$ cat src/hdl/albr_pkg.sv
`timescale 1ns / 1ps
// ----------------------------------------------------------------------------
// albr_pkg: shared types and constants of the ambient light brightness ramp
// Holds the register map codes, the sequencer state type and fixed widths.
// ----------------------------------------------------------------------------
package albr_pkg;

  // Fixed field widths
  localparam int BRIGHT_W   = 8;
  localparam int CFG_IDX_W  = 3;
  localparam int CFG_DATA_W = 10;
  // Divisor width: holds twice the largest window length
  localparam int DVS_W      = 11;

  // Mapping starts this far above the minimum brightness
  localparam int BRIGHT_BASE_OFS = 20;
  // User offset that leaves the target unshifted
  localparam int OFFSET_NEUTRAL  = 100;

  // Register map
  typedef enum logic [CFG_IDX_W-1:0] {
    CFG_RESET_DELTA      = 3'd0,
    CFG_WINDOW_LEN       = 3'd1,
    CFG_CHANGE_THRESHOLD = 3'd2,
    CFG_SENSOR_MIN       = 3'd3,
    CFG_SENSOR_MAX       = 3'd4,
    CFG_BRIGHT_MIN       = 3'd5,
    CFG_BRIGHT_MAX       = 3'd6,
    CFG_BRIGHT_OFFSET    = 3'd7
  } albr_cfg_e;

  // Sequencer states, one-hot
  typedef enum logic [9:0] {
    ST_IDLE     = 10'b00_0000_0001,
    ST_ACCUM    = 10'b00_0000_0010,
    ST_AVG_DIV  = 10'b00_0000_0100,
    ST_AVG_END  = 10'b00_0000_1000,
    ST_MAP_MUL  = 10'b00_0001_0000,
    ST_MAP_LOAD = 10'b00_0010_0000,
    ST_MAP_DIV  = 10'b00_0100_0000,
    ST_MAP_END  = 10'b00_1000_0000,
    ST_TARGET   = 10'b01_0000_0000,
    ST_EMIT     = 10'b10_0000_0000
  } albr_state_e;

endpackage

$ cat src/hdl/albr_if.sv
`timescale 1ns / 1ps
// ----------------------------------------------------------------------------
// albr_if: valid/ready channels of the ambient light brightness ramp
// Input channel carries one sensor tick, output channel one brightness word.
// ----------------------------------------------------------------------------
interface albr_in_if
  import albr_pkg::*;
#(
  parameter int SAMPLE_BITS = 7
);
  logic                   valid;
  logic                   ready;
  logic [SAMPLE_BITS-1:0] sample;
  logic                   active;
  logic [BRIGHT_W-1:0]    current_brightness;

  modport source (output valid, sample, active, current_brightness, input ready);
  modport sink   (input valid, sample, active, current_brightness, output ready);
endinterface

interface albr_out_if
  import albr_pkg::*;
();
  logic                valid;
  logic                ready;
  logic [BRIGHT_W-1:0] brightness;
  logic                brightness_changed;
  logic                save_request;

  modport source (output valid, brightness, brightness_changed, save_request, input ready);
  modport sink   (input valid, brightness, brightness_changed, save_request, output ready);
endinterface

$ cat src/hdl/ambient_light_brightness_ramp_core.sv
`timescale 1ns / 1ps
// ----------------------------------------------------------------------------
// ambient_light_brightness_ramp_core: ambient light driven brightness ramp
// Averages sensor ticks over a window, maps the level to a brightness target
// and ramps the panel brightness toward it one step per tick.
// ----------------------------------------------------------------------------
// One word in gives one word out. An inactive tick goes straight to the emit
// state, an active tick that does not close a window is accumulated first, one
// that closes a window without a level change also runs the average division,
// and one that maps a new level runs the mapping division too when the sensor
// range is positive. Both use a single restoring divider of DW bits, where DW =
// max(SAMPLE_BITS+WINDOW_BITS+2, 20), one quotient bit per cycle, that first
// forms the rounded window average and then the rounded linear mapping. The
// input is not ready while a tick is in work; a finished word waits in the
// output register and the next tick may be accepted meanwhile.
module ambient_light_brightness_ramp_core
  import albr_pkg::*;
#(
  parameter int SAMPLE_BITS = 7,
  parameter int WINDOW_BITS = 10
) (
  input  logic                  clk_i,
  input  logic                  rst_ni,
  input  logic                  cfg_we_i,
  input  logic [CFG_IDX_W-1:0]  cfg_idx_i,
  input  logic [CFG_DATA_W-1:0] cfg_data_i,
  albr_in_if.sink               in_i,
  albr_out_if.source            out_o
);

  localparam int SUM_W = SAMPLE_BITS + WINDOW_BITS;
  localparam int DW    = (SUM_W + 2 > 20) ? SUM_W + 2 : 20;
  localparam int DCW   = $clog2(DW);
  localparam int AW    = (SAMPLE_BITS > 7) ? SAMPLE_BITS : 7;
  localparam logic [DCW-1:0] DIV_LAST = DCW'(DW - 1);

  // Saturate a signed value to the brightness range
  function automatic logic [7:0] sat8(logic signed [19:0] v);
    logic [7:0] r;
    if (v < 0) begin
      r = 8'd0;
    end else if (v > 20'sd255) begin
      r = 8'd255;
    end else begin
      r = v[7:0];
    end
    return r;
  endfunction

  // Configuration registers
  logic [6:0] reset_delta_q, reset_delta_d;
  logic [9:0] window_len_q, window_len_d;
  logic [7:0] thr_q, thr_d;
  logic [6:0] smin_q, smin_d;
  logic [6:0] smax_q, smax_d;
  logic [7:0] bmin_q, bmin_d;
  logic [7:0] bmax_q, bmax_d;
  logic [7:0] boffs_q, boffs_d;

  // Captured tick
  logic [SAMPLE_BITS-1:0] smp_q, smp_d;
  logic                   act_q, act_d;
  logic [7:0]             cur_q, cur_d;

  // Filter and ramp state
  logic [SUM_W-1:0]       sum_q, sum_d;
  logic [9:0]             cnt_q, cnt_d;
  logic [SAMPLE_BITS-1:0] ref_q, ref_d;
  logic [7:0]             level_q, level_d;
  logic [7:0]             ramp_now_q, ramp_now_d;
  logic [7:0]             ramp_tgt_q, ramp_tgt_d;
  logic                   save_pend_q, save_pend_d;

  // Mapping datapath
  logic signed [18:0] mul_q, mul_d;
  logic               map_neg_q, map_neg_d;
  logic [7:0]         mapped_q, mapped_d;

  // Shared divider
  logic [DVS_W-1:0] div_rem_q, div_rem_d;
  logic [DW-1:0]    div_quo_q, div_quo_d;
  logic [DVS_W-1:0] div_dvs_q, div_dvs_d;
  logic [DCW-1:0]   div_cnt_q, div_cnt_d;

  // Output register
  logic       out_valid_q, out_valid_d;
  logic [7:0] out_bright_q, out_bright_d;
  logic       out_chg_q, out_chg_d;
  logic       out_save_q, out_save_d;

  albr_state_e state_q, state_d;

  // Divider step terms
  logic [DVS_W:0]   div_shift;
  logic [DVS_W:0]   div_diff;
  logic             div_ge;

  // Datapath temporaries
  logic [AW-1:0]          smp_ext, ref_ext, smp_dist;
  logic                   restart;
  logic [SUM_W-1:0]       sum_base, sum_new;
  logic [10:0]            cnt_inc;
  logic [9:0]             div_len;
  logic [7:0]             avg8;
  logic [7:0]             avg_dist;
  logic signed [7:0]      den;
  logic [8:0]             base;
  logic signed [9:0]      span;
  logic signed [8:0]      lvl_ofs;
  logic signed [19:0]     map_num;
  logic [19:0]            map_mag;
  logic signed [19:0]     map_q;
  logic [7:0]             tgt_dist;
  logic [8:0]             tgt_sum, tgt_sub;
  logic                   out_free;

  assign div_shift = {div_rem_q, div_quo_q[DW-1]};
  assign div_diff  = div_shift - {1'b0, div_dvs_q};
  assign div_ge    = div_shift >= {1'b0, div_dvs_q};

  assign out_free  = !out_valid_q || out_o.ready;
  assign base      = 9'({1'b0, bmin_q} + 9'(BRIGHT_BASE_OFS));
  assign den       = $signed({1'b0, smax_q}) - $signed({1'b0, smin_q});

  // Next-state logic of the sequencer and datapath
  always_comb begin
    reset_delta_d = reset_delta_q;
    window_len_d  = window_len_q;
    thr_d         = thr_q;
    smin_d        = smin_q;
    smax_d        = smax_q;
    bmin_d        = bmin_q;
    bmax_d        = bmax_q;
    boffs_d       = boffs_q;
    smp_d         = smp_q;
    act_d         = act_q;
    cur_d         = cur_q;
    sum_d         = sum_q;
    cnt_d         = cnt_q;
    ref_d         = ref_q;
    level_d       = level_q;
    ramp_now_d    = ramp_now_q;
    ramp_tgt_d    = ramp_tgt_q;
    save_pend_d   = save_pend_q;
    mul_d         = mul_q;
    map_neg_d     = map_neg_q;
    mapped_d      = mapped_q;
    div_rem_d     = div_rem_q;
    div_quo_d     = div_quo_q;
    div_dvs_d     = div_dvs_q;
    div_cnt_d     = div_cnt_q;
    out_valid_d   = out_valid_q && !out_o.ready;
    out_bright_d  = out_bright_q;
    out_chg_d     = out_chg_q;
    out_save_d    = out_save_q;
    state_d       = state_q;

    smp_ext  = AW'(smp_q);
    ref_ext  = AW'(ref_q);
    smp_dist = (smp_ext >= ref_ext) ? smp_ext - ref_ext : ref_ext - smp_ext;
    restart  = smp_dist > AW'(reset_delta_q);
    sum_base = restart ? '0 : sum_q;
    sum_new  = sum_base + SUM_W'(smp_q);
    cnt_inc  = (restart ? 11'd0 : {1'b0, cnt_q}) + 11'd1;
    div_len  = (window_len_q == 10'd0) ? 10'd1 : window_len_q;

    avg8     = (div_quo_q > DW'(255)) ? 8'd255 : div_quo_q[7:0];
    avg_dist = (avg8 >= level_q) ? avg8 - level_q : level_q - avg8;

    span     = $signed({2'b00, bmax_q}) - $signed({1'b0, base});
    lvl_ofs  = $signed({1'b0, level_q - {1'b0, smin_q}});
    map_num  = $signed({mul_q, 1'b0}) + 20'(den);
    map_mag  = map_num[19] ? 20'(-map_num) : map_num;
    map_q    = $signed({2'b00, div_quo_q[17:0]});
    if (map_neg_q) begin
      map_q = -(map_q + ((div_rem_q != '0) ? 20'sd1 : 20'sd0));
    end

    tgt_dist = (ramp_now_q >= mapped_q) ? ramp_now_q - mapped_q : mapped_q - ramp_now_q;
    tgt_sum  = {1'b0, mapped_q} + {1'b0, boffs_q};
    tgt_sub  = (tgt_sum < 9'(OFFSET_NEUTRAL)) ? 9'd0 : tgt_sum - 9'(OFFSET_NEUTRAL);

    // Register writes
    if (cfg_we_i) begin
      unique case (albr_cfg_e'(cfg_idx_i))
        CFG_RESET_DELTA:      reset_delta_d = cfg_data_i[6:0];
        CFG_WINDOW_LEN:       window_len_d  = cfg_data_i[9:0];
        CFG_CHANGE_THRESHOLD: thr_d         = cfg_data_i[7:0];
        CFG_SENSOR_MIN:       smin_d        = cfg_data_i[6:0];
        CFG_SENSOR_MAX:       smax_d        = cfg_data_i[6:0];
        CFG_BRIGHT_MIN:       bmin_d        = cfg_data_i[7:0];
        CFG_BRIGHT_MAX:       bmax_d        = cfg_data_i[7:0];
        CFG_BRIGHT_OFFSET:    boffs_d       = cfg_data_i[7:0];
        default: ;
      endcase
    end

    unique case (state_q) inside
      // Take a tick
      ST_IDLE: begin
        if (in_i.valid) begin
          smp_d   = in_i.sample;
          act_d   = in_i.active;
          cur_d   = in_i.current_brightness;
          state_d = in_i.active ? ST_ACCUM : ST_EMIT;
        end
      end
      // Accumulate; close the window and start the average division
      ST_ACCUM: begin
        if (restart) begin
          ref_d = smp_q;
        end
        if (cnt_inc > {1'b0, window_len_q}) begin
          sum_d     = '0;
          cnt_d     = '0;
          div_rem_d = '0;
          div_quo_d = DW'({sum_new, 1'b0}) + DW'(div_len);
          div_dvs_d = {div_len, 1'b0};
          div_cnt_d = '0;
          state_d   = ST_AVG_DIV;
        end else begin
          sum_d   = sum_new;
          cnt_d   = cnt_inc[9:0];
          state_d = ST_EMIT;
        end
      end
      // One quotient bit per cycle
      ST_AVG_DIV, ST_MAP_DIV: begin
        div_rem_d = div_ge ? div_diff[DVS_W-1:0] : div_shift[DVS_W-1:0];
        div_quo_d = {div_quo_q[DW-2:0], div_ge};
        div_cnt_d = div_cnt_q + 1'b1;
        if (div_cnt_q == DIV_LAST) begin
          state_d = (state_q == ST_AVG_DIV) ? ST_AVG_END : ST_MAP_END;
        end
      end
      // Compare the average to the level and clamp it
      ST_AVG_END: begin
        if (avg_dist > thr_q) begin
          if (avg8 > {1'b0, smax_q}) begin
            level_d = {1'b0, smax_q};
          end else if (avg8 < {1'b0, smin_q}) begin
            level_d = {1'b0, smin_q};
          end else begin
            level_d = avg8;
          end
          ramp_now_d = cur_q;
          state_d    = ST_MAP_MUL;
        end else begin
          state_d = ST_EMIT;
        end
      end
      // Scale the level offset by the brightness span
      ST_MAP_MUL: begin
        if (den > 0) begin
          mul_d   = 19'(span * lvl_ofs);
          state_d = ST_MAP_LOAD;
        end else begin
          mapped_d = sat8($signed({11'd0, base}));
          state_d  = ST_TARGET;
        end
      end
      // Load the magnitude of the rounded mapping into the divider
      ST_MAP_LOAD: begin
        map_neg_d = map_num[19];
        div_rem_d = '0;
        div_quo_d = DW'(map_mag);
        div_dvs_d = DVS_W'({den, 1'b0});
        div_cnt_d = '0;
        state_d   = ST_MAP_DIV;
      end
      // Restore the sign with floor rounding and add the base
      ST_MAP_END: begin
        mapped_d = sat8(map_q + $signed({11'd0, base}));
        state_d  = ST_TARGET;
      end
      // Set a new target if the mapping moved far enough
      ST_TARGET: begin
        if (tgt_dist > thr_q) begin
          if (tgt_sub > {1'b0, bmax_q}) begin
            ramp_tgt_d = bmax_q;
          end else if (tgt_sub < {1'b0, bmin_q}) begin
            ramp_tgt_d = bmin_q;
          end else begin
            ramp_tgt_d = tgt_sub[7:0];
          end
          save_pend_d = 1'b1;
        end else begin
          ramp_tgt_d = ramp_now_q;
        end
        state_d = ST_EMIT;
      end
      // Step the ramp and hand the word to the output register
      ST_EMIT: begin
        if (out_free) begin
          out_valid_d  = 1'b1;
          out_bright_d = cur_q;
          out_chg_d    = 1'b0;
          out_save_d   = 1'b0;
          if (act_q) begin
            if (ramp_now_q > ramp_tgt_q) begin
              ramp_now_d   = ramp_now_q - 8'd1;
              out_bright_d = ramp_now_q - 8'd1;
              out_chg_d    = 1'b1;
            end else if (ramp_now_q < ramp_tgt_q) begin
              ramp_now_d   = ramp_now_q + 8'd1;
              out_bright_d = ramp_now_q + 8'd1;
              out_chg_d    = 1'b1;
            end else if (save_pend_q) begin
              save_pend_d = 1'b0;
              out_save_d  = 1'b1;
            end
          end
          state_d = ST_IDLE;
        end
      end
      default: state_d = ST_IDLE;
    endcase
  end

  // State registers
  always_ff @(posedge clk_i or negedge rst_ni) begin
    if (!rst_ni) begin
      reset_delta_q <= 7'd4;
      window_len_q  <= 10'd16;
      thr_q         <= 8'd3;
      smin_q        <= 7'd0;
      smax_q        <= 7'd127;
      bmin_q        <= 8'd0;
      bmax_q        <= 8'd100;
      boffs_q       <= 8'd100;
      sum_q         <= '0;
      cnt_q         <= '0;
      ref_q         <= '0;
      level_q       <= '0;
      ramp_now_q    <= '0;
      ramp_tgt_q    <= '0;
      save_pend_q   <= 1'b0;
      div_cnt_q     <= '0;
      out_valid_q   <= 1'b0;
      state_q       <= ST_IDLE;
    end else begin
      reset_delta_q <= reset_delta_d;
      window_len_q  <= window_len_d;
      thr_q         <= thr_d;
      smin_q        <= smin_d;
      smax_q        <= smax_d;
      bmin_q        <= bmin_d;
      bmax_q        <= bmax_d;
      boffs_q       <= boffs_d;
      sum_q         <= sum_d;
      cnt_q         <= cnt_d;
      ref_q         <= ref_d;
      level_q       <= level_d;
      ramp_now_q    <= ramp_now_d;
      ramp_tgt_q    <= ramp_tgt_d;
      save_pend_q   <= save_pend_d;
      div_cnt_q     <= div_cnt_d;
      out_valid_q   <= out_valid_d;
      state_q       <= state_d;
    end
  end

  // Payload registers
  always_ff @(posedge clk_i) begin
    smp_q        <= smp_d;
    act_q        <= act_d;
    cur_q        <= cur_d;
    mul_q        <= mul_d;
    map_neg_q    <= map_neg_d;
    mapped_q     <= mapped_d;
    div_rem_q    <= div_rem_d;
    div_quo_q    <= div_quo_d;
    div_dvs_q    <= div_dvs_d;
    out_bright_q <= out_bright_d;
    out_chg_q    <= out_chg_d;
    out_save_q   <= out_save_d;
  end

  assign in_i.ready               = (state_q == ST_IDLE);
  assign out_o.valid              = out_valid_q;
  assign out_o.brightness         = out_bright_q;
  assign out_o.brightness_changed = out_chg_q;
  assign out_o.save_request       = out_save_q;

endmodule

$ cat src/flat_wrapper.sv
// flat-port wrapper written by rule: the top's interface ports become plain ports
module ambient_light_brightness_ramp_core_flat import albr_pkg::*;
#(
  parameter int SAMPLE_BITS = 7,
  parameter int WINDOW_BITS = 10
)
  (clk_i, rst_ni, cfg_we_i, cfg_idx_i, cfg_data_i, in_i_valid, in_i_sample, in_i_active, in_i_current_brightness, in_i_ready, out_o_valid, out_o_brightness, out_o_brightness_changed, out_o_save_request, out_o_ready);
  albr_in_if #(.SAMPLE_BITS(SAMPLE_BITS)) in_i_i ();
  albr_out_if out_o_i ();
  input  logic clk_i;
  input  logic rst_ni;
  input  logic cfg_we_i;
  input  logic [CFG_IDX_W-1:0] cfg_idx_i;
  input  logic [CFG_DATA_W-1:0] cfg_data_i;
  input wire logic [$bits(in_i_i.valid)-1:0] in_i_valid;
  input wire logic [$bits(in_i_i.sample)-1:0] in_i_sample;
  input wire logic [$bits(in_i_i.active)-1:0] in_i_active;
  input wire logic [$bits(in_i_i.current_brightness)-1:0] in_i_current_brightness;
  output wire logic [$bits(in_i_i.ready)-1:0] in_i_ready;
  output wire logic [$bits(out_o_i.valid)-1:0] out_o_valid;
  output wire logic [$bits(out_o_i.brightness)-1:0] out_o_brightness;
  output wire logic [$bits(out_o_i.brightness_changed)-1:0] out_o_brightness_changed;
  output wire logic [$bits(out_o_i.save_request)-1:0] out_o_save_request;
  input wire logic [$bits(out_o_i.ready)-1:0] out_o_ready;
  assign in_i_i.valid = in_i_valid;
  assign in_i_i.sample = in_i_sample;
  assign in_i_i.active = in_i_active;
  assign in_i_i.current_brightness = in_i_current_brightness;
  assign in_i_ready = in_i_i.ready;
  assign out_o_valid = out_o_i.valid;
  assign out_o_brightness = out_o_i.brightness;
  assign out_o_brightness_changed = out_o_i.brightness_changed;
  assign out_o_save_request = out_o_i.save_request;
  assign out_o_i.ready = out_o_ready;
  ambient_light_brightness_ramp_core #(.SAMPLE_BITS(SAMPLE_BITS), .WINDOW_BITS(WINDOW_BITS)) u_core (.clk_i(clk_i), .rst_ni(rst_ni), .cfg_we_i(cfg_we_i), .cfg_idx_i(cfg_idx_i), .cfg_data_i(cfg_data_i), .in_i(in_i_i), .out_o(out_o_i));
endmodule
$ cat config.mk
export PLATFORM = sky130hd
export DESIGN_NAME = ambient_light_brightness_ramp_core_flat
export DESIGN_NICKNAME = d
export VERILOG_FILES = /design/src/hdl/albr_pkg.sv /design/src/hdl/albr_if.sv /design/src/hdl/ambient_light_brightness_ramp_core.sv /design/src/flat_wrapper.sv
export SDC_FILE = /design/constraint.sdc
export NUM_CORES = 1
export LEC_CHECK = 0
export ABC_AREA = 1
export CORE_AREA = 2 2 232 234
export CTS_CLUSTER_DIAMETER = 120
export CTS_CLUSTER_SIZE = 10
export DETAILED_ROUTE_END_ITERATION = 8
export DIE_AREA = 0 0 234 236
export DONT_BUFFER_PORTS = 1
export GPL_TIMING_DRIVEN = 0
export HOLD_SLACK_MARGIN = 0.06
export PLACE_DENSITY_LB_ADDON = 0.25
export SKIP_LAST_GASP = 1
export SLEW_MARGIN = 20
export SYNTH_ARGS = -nofsm -noshare
export SYNTH_HDL_FRONTEND = slang
export SYNTH_SLANG_ARGS = --single-unit
$ cat constraint.sdc
create_clock -name clk_i -period 15.9 [get_ports clk_i]
set_input_delay 3.18 -clock clk_i [delete_from_list [all_inputs] [get_ports clk_i]]
set_output_delay 3.18 -clock clk_i [all_outputs]
set_load 0.005 [all_outputs]
==> impl_metrics.env, run 1 <==
export IMPL_status="complete, no violations"
export IMPL_syn_area_per_cell_um2=7.46
export IMPL_cp_end_kind="register"
export IMPL_rows=85
export IMPL_required_ps=16190
export IMPL_synthArstFlopShare=0.592
export IMPL_die_h_um=236
export IMPL_ys_types=67
export IMPL_path_clk_slew_ps=60
export IMPL_ant_nets=0
export IMPL_path_max_fanout=10
export IMPL_root_buffer="clkbuf_16"
export IMPL_synth_seq_area_share=0.269
export IMPL_rsz0062_at_grt="no"
export IMPL_synth_top_area_share=0.146
export IMPL_path_common_cell="nand2_1"
export IMPL_io_pins=46
export IMPL_slew_limit_headroom=0.272
export IMPL_syn_num_nets=3541
export IMPL_cts_max_level=1
export IMPL_first_pass_iters=6
export IMPL_whs_path_depth=2
export IMPL_wl_um=62000
export IMPL_ys_ff_latch=233
export IMPL_clock_skew_ps=19.4
export IMPL_synth_compound_gate_area_share=0.129
export IMPL_postCtsSetupRepairBufs=0
export IMPL_dieArea_mm2=0.0552
export IMPL_dpl_cell_area_mm2=0.0244
export IMPL_netlist_top_cells_count="nand2_1 (681), inv_1 (570), ha_1 (274)"
export IMPL_hold_path_class="reg2reg"
export IMPL_clockBufferDepth=3
export IMPL_grt_overflow=0
export IMPL_drtIter0Drc=1474
export IMPL_period_needed_ps=7630
export IMPL_cts_buffers=27
export IMPL_ys_top_cells_by_area="ha_1 (15%), dfrtp_1 (13%), edfxtp_1 (12%)"
export IMPL_routed_via_count=20145
export IMPL_multi_input_area_mm2=0.0147
export IMPL_layout_drive_gt1_share=0.0543
export IMPL_rr_worst_depth=42
export IMPL_r2r_start="u_core.smp_ext[1]"
export IMPL_synth_edff_count=95
export IMPL_timing_fmax_mhz=131
export IMPL_hold_viol_final=0
export IMPL_gp_congestion=0.908
export IMPL_portBuffers=0
export IMPL_cp_start_kind="register"
export IMPL_viasPerCell=5.17
export IMPL_core_area_mm2=0.0531
export IMPL_cp_arrival_ps=7910
export IMPL_synthesis_area_mm2=0.0235
export IMPL_die_w_um=234
export IMPL_tritoncts="done"
export IMPL_seq_area_mm2=0.00633
export IMPL_setup_violations=0
export IMPL_synth_ff_type="dfrtp_1"
export IMPL_synthXorXnorAreaFrac=0.0456
export IMPL_nNetsFinal=3571
export IMPL_worst_path_max_delay_cell="edfxtp_1"
export IMPL_yosysWarnings=0
export IMPL_track_usage=0.228
export IMPL_area_growth_pct=7.10
export IMPL_yosysMostFrequentCell="nand2_1"
export IMPL_drv_slew=0
export IMPL_ff2ff_setup_slack_ps=8270
export IMPL_hp_start="u_core.level_q[7]"
export IMPL_synth_top_family_by_area="simple AND/OR/NAND/NOR gates"
export IMPL_grt_pass1_vias=19241
export IMPL_cts_sinks=233
export IMPL_final_area_mm2=0.0252
export IMPL_grt_max_degree=139
export IMPL_fin_crit_sh=0.480
export IMPL_worstHoldEndpoint="u_core.level_q[7]"
export IMPL_syn_inst=3152
export IMPL_drc=0
export IMPL_insertion_delay_ps=560
export IMPL_max_stage_delay_ps=520
export IMPL_antenna_found_initial=2
export IMPL_yosys_area_share_simple=0.232
export IMPL_r2r_end="u_core.div_quo_q[15]"
export IMPL_synth_fa_ha_area_frac=0.215
export IMPL_grt_first_pass_wirelength_um=101000
export IMPL_routedWlPerCell_um=15.9
export IMPL_synth_mux_area_frac=0.00410
export IMPL_path_class="reg2reg"
export IMPL_initial_utilization=0.443
export IMPL_cts_resized=0
export IMPL_dp_cells=3849
export IMPL_dp_hpwl_um=49700
export IMPL_drv_cap=0
export IMPL_worst_pin_slew_ps=1080
export IMPL_diodes=0
export IMPL_num_fill_cells=5324
export IMPL_cts_hold_fix_buffers=0
export IMPL_tns_ps=0
export IMPL_instances_no_fill=3898
export IMPL_synth_top_cell_by_area="ha_1"
cell type report:
class / instances / share of cell area
plain buffers: 52 / 0.00929
multi-input cells: 2273 / 0.585
inverters: 594 / 0.0886
well taps: 696 / 0.0346
clock inverters: 2 / 0.000695
repair buffers: 1 / 0.000447
clock buffers: 47 / 0.0298
flip-flops and latches: 233 / 0.251
cells by family after synthesis:
logic type,after synthesis
AND/OR/NAND/NOR,1261
buffers and inverters,646
AO/OA/AOI/OAI,529
adder cells (fa/ha/maj),355
flip-flops,233
XOR/XNOR,119
multiplexers,9
worst max-delay path by stage:
stage	slack (ps)	to	cells after the start	start
4_1_cts	8280	u_core.div_quo_q[15]	44	u_core.smp_ext[1]
3_3_place_gp	8310	u_core.div_quo_q[15]	43	u_core.smp_ext[1]
6_report	8270	u_core.div_quo_q[15]	42	u_core.smp_ext[1]
3_5_place_dp	8330	u_core.div_quo_q[15]	44	u_core.smp_ext[1]
2_1_floorplan	9690	u_core.div_quo_q[15]	43	u_core.smp_ext[1]
5_1_grt	7430	u_core.div_quo_q[15]	44	u_core.smp_ext[1]
layout by cell type, fill, tap and decap left out, drive strengths merged, types with 18 or more instances in the layout:
master    n
fa       81
nand4    39
edfxtp   95
o21ai   222
xnor2    37
nand2   698
nand3   183
xor2     82
a21oi   184
nor3     46
ha      274
dfstp    18
clkbuf   85
inv     592
nor2    256
dfrtp   120
state kept, by name, indices dropped and copies added, names as in the netlist, 7 cells and up:
name and cells:
u_core.div_dvs_q 10, u_core.ramp_tgt_q 8, u_core.cur_q 8, u_core.window_len_q 10, u_core.level_q 8, u_core.reset_delta_q 7, u_core.thr_q 8, u_core.ref_ext 7
u_core.state_q 10, u_core.boffs_q 8, u_core.ramp_now_q 8, u_core.smin_q 7, u_core.mul_q 19, u_core.cnt_q 10, u_core.div_quo_q 20, u_core.sum_q 17
u_core.smp_ext 7, u_core.smax_q 7, u_core.mapped_q 8, u_core.div_rem_q 11, u_core.out_o.brightness 8, u_core.bmax_q 8, u_core.bmin_q 8
per-stage QoR:
| step | hold slack [ps] | setup slack [ps] | util |
|---|---|---|---|
| 6_report | 472 | 8270 | 0.475 |
| 5_1_grt | 511 | 7430 | 0.475 |
| 4_1_cts | 468 | 8280 | 0.475 |
| 3_5_place_dp | 453 | 8330 | 0.460 |
| 3_3_place_gp | 448 | 8310 | 0.460 |
| 2_1_floorplan | 436 | 9690 | - |
critical path, delay by kind of cell, from the launching register on:
family                   cells  cell delay [ps]
adder cells (fa/ha/maj)      5             1630
AND/OR/NAND/NOR             19             1770
AO/OA/AOI/OAI               10             1890
XOR/XNOR                     2              450
flip-flops                   1              520
buffers and inverters        6             1100
routing by layer:
layer	global-route usage	vias to the layer above	share of wire
met4	0.0573	4	0.024
met2	0.365	430	0.45
met1	0.323	9326	0.47
li1	-	10304	-
met3	0.0329	81	0.059
met5	0	-	0.00044
Power of run 1 is not shown: default switching activity piles up to over one toggle a cycle in this logic, so the estimate is an artifact.
==> run 2, diff against run 1 <==
==> constraint.sdc (replaced) <==
create_clock -name clk_i -period 7.47 [get_ports clk_i]
set_input_delay 1.494 -clock clk_i [delete_from_list [all_inputs] [get_ports clk_i]]
set_output_delay 1.494 -clock clk_i [all_outputs]
set_load 0.005 [all_outputs]
==> run 2 against run 1 <==
  * Clock skew about the same
  * Critical endpoint is now u_core.div_dvs_q[1]
  * First-iteration DRC count increased by 0.88%
  * Non-clock buffer count increased by 1
  * Fmax increased by 12%
  * Global-route usage about the same
  * Sequential share of layout area about the same
  * Highest routed layer unchanged
  * Register-to-register slack got worse by 7600 ps
  * Flip-flop and latch count unchanged
  * Critical path depth decreased by 4
  * Final area increased by 0.13%
==> impl_metrics.env, run 2 (same netlist as run 1, synthesis figures left out) <==
export IMPL_routedWlPerCell_um=15.9
export IMPL_layout_drive_gt1_share=0.0562
export IMPL_layout_common_cells="nand2_1 (680), inv_1 (569), ha_1 (274), nor2_1 (230), o21ai_0 (202)"
export IMPL_path_class="reg2reg"
export IMPL_hold_viol_final=0
export IMPL_insertion_delay_ps=560
export IMPL_die_h_um=236
export IMPL_instances_no_fill=3899
export IMPL_nNetsFinal=3572
export IMPL_path_common_cell="nand2_1"
export IMPL_setup_violations=0
export IMPL_die_w_um=234
export IMPL_clockBufferDepth=3
export IMPL_root_buffer="clkbuf_16"
export IMPL_wl_um=62100
export IMPL_cp_end_kind="register"
export IMPL_clock_skew_ps=19.5
export IMPL_path_max_fanout=10
export IMPL_area_growth_pct=7.24
export IMPL_final_area_mm2=0.0252
export IMPL_diodes=0
export IMPL_dieArea_mm2=0.0552
export IMPL_routed_via_count=20164
export IMPL_grt_max_degree=139
export IMPL_dp_hpwl_um=49700
export IMPL_tns_ps=0
export IMPL_timing_fmax_mhz=146
export IMPL_cts_buffers=27
export IMPL_rsz0062_at_grt="yes"
export IMPL_max_stage_delay_ps=510
export IMPL_drv_slew=0
export IMPL_first_pass_iters=5
export IMPL_viasPerCell=5.17
export IMPL_ant_nets=0
export IMPL_worst_path_max_delay_cell="or4_1"
export IMPL_regMostFlops="u_core.div_quo_q"
export IMPL_io_pins=46
export IMPL_largest_reg_flops=20
export IMPL_worst_pin_slew_ps=986
export IMPL_status="complete, no violations"
export IMPL_cts_max_level=1
export IMPL_drc=0
export IMPL_hold_path_class="reg2reg"
export IMPL_initial_utilization=0.443
export IMPL_cts_hold_fix_buffers=0
export IMPL_track_usage=0.228
export IMPL_tritoncts="done"
export IMPL_gp_congestion=0.908
export IMPL_dpl_cell_area_mm2=0.0244
export IMPL_cp_start_kind="register"
export IMPL_fin_crit_sh=0.915
export IMPL_cp_arrival_ps=7090
export IMPL_rows=85
export IMPL_antenna_found_initial=2
export IMPL_grt_first_pass_wirelength_um=101000
export IMPL_path_clk_slew_ps=60
export IMPL_reg_top3="u_core.div_quo_q (20), u_core.mul_q (19), u_core.sum_q (17)"
export IMPL_drtIter0Drc=1487
export IMPL_core_area_mm2=0.0531
export IMPL_grt_pass1_vias=19227
export IMPL_final_common_cell="nand2_1"
export IMPL_drv_cap=0
export IMPL_dp_cells=3849
export IMPL_cts_sinks=233
export IMPL_period_needed_ps=6830
export IMPL_required_ps=7730
export IMPL_slew_limit_headroom=0.338
export IMPL_grt_overflow=0
export IMPL_portBuffers=0
run 2: timing repair:
action / 4_1_cts / 5_1_grt
setup buffers: 0 / 2
setup endpoints to repair: 3 / 56
resized for setup: 0 / 16
run 2: cell type report:
class,instances,area [µm²]
inverters,594,2240
well taps,696,871
plain buffers,51,231
multi-input cells,2273,14800
clock inverters,2,17.5
clock buffers,47,751
repair buffers,3,26.3
fillers,5315,27800
flip-flops and latches,233,6330
run 2: through the flow:
step	hold WS, ps	utilization	worst slack [ps]
global route	511	0.475	-40.7
global placement	448	0.460	-118
CTS	468	0.475	189
detailed placement	453	0.460	-105
finish	472	0.475	638
floorplan	436	-	1260
run 2: final timing paths:
| check | startpoint | to | slack (ps) | cells past startpoint |
|---|---|---|---|---|
| min in group asynchronous | rst_ni | u_core.bmax_q[0] | 640 | 0 |
| hold reg to reg | u_core.level_q[7] | u_core.level_q[7] | 470 | 2 |
| setup reg to reg | u_core.ref_ext[1] | u_core.div_dvs_q[1] | 640 | 38 |
| max in group asynchronous | rst_ni | u_core.reset_delta_q[2] | 6430 | 0 |
| setup / recovery | u_core.ref_ext[1] | u_core.div_dvs_q[1] | 640 | 38 |
| hold / removal | u_core.level_q[7] | u_core.level_q[7] | 470 | 2 |
run 2: layer usage:
metal  global-route usage  routed length, µm
met1                0.323              29000
met2                0.365              27700
met3               0.0329               3810
met4               0.0573               1540
met5                    0                 27
run 2: worst max-delay path: cells and delay by family (launching register included):
family / cells / cell delay (ps)
compound gates: 7 / 1010
xor+xnor: 2 / 360
fa+ha+maj: 3 / 880
buf+inv: 8 / 1230
flops: 1 / 420
simple gates: 18 / 2580
Power of run 2 is left out for the same reason.
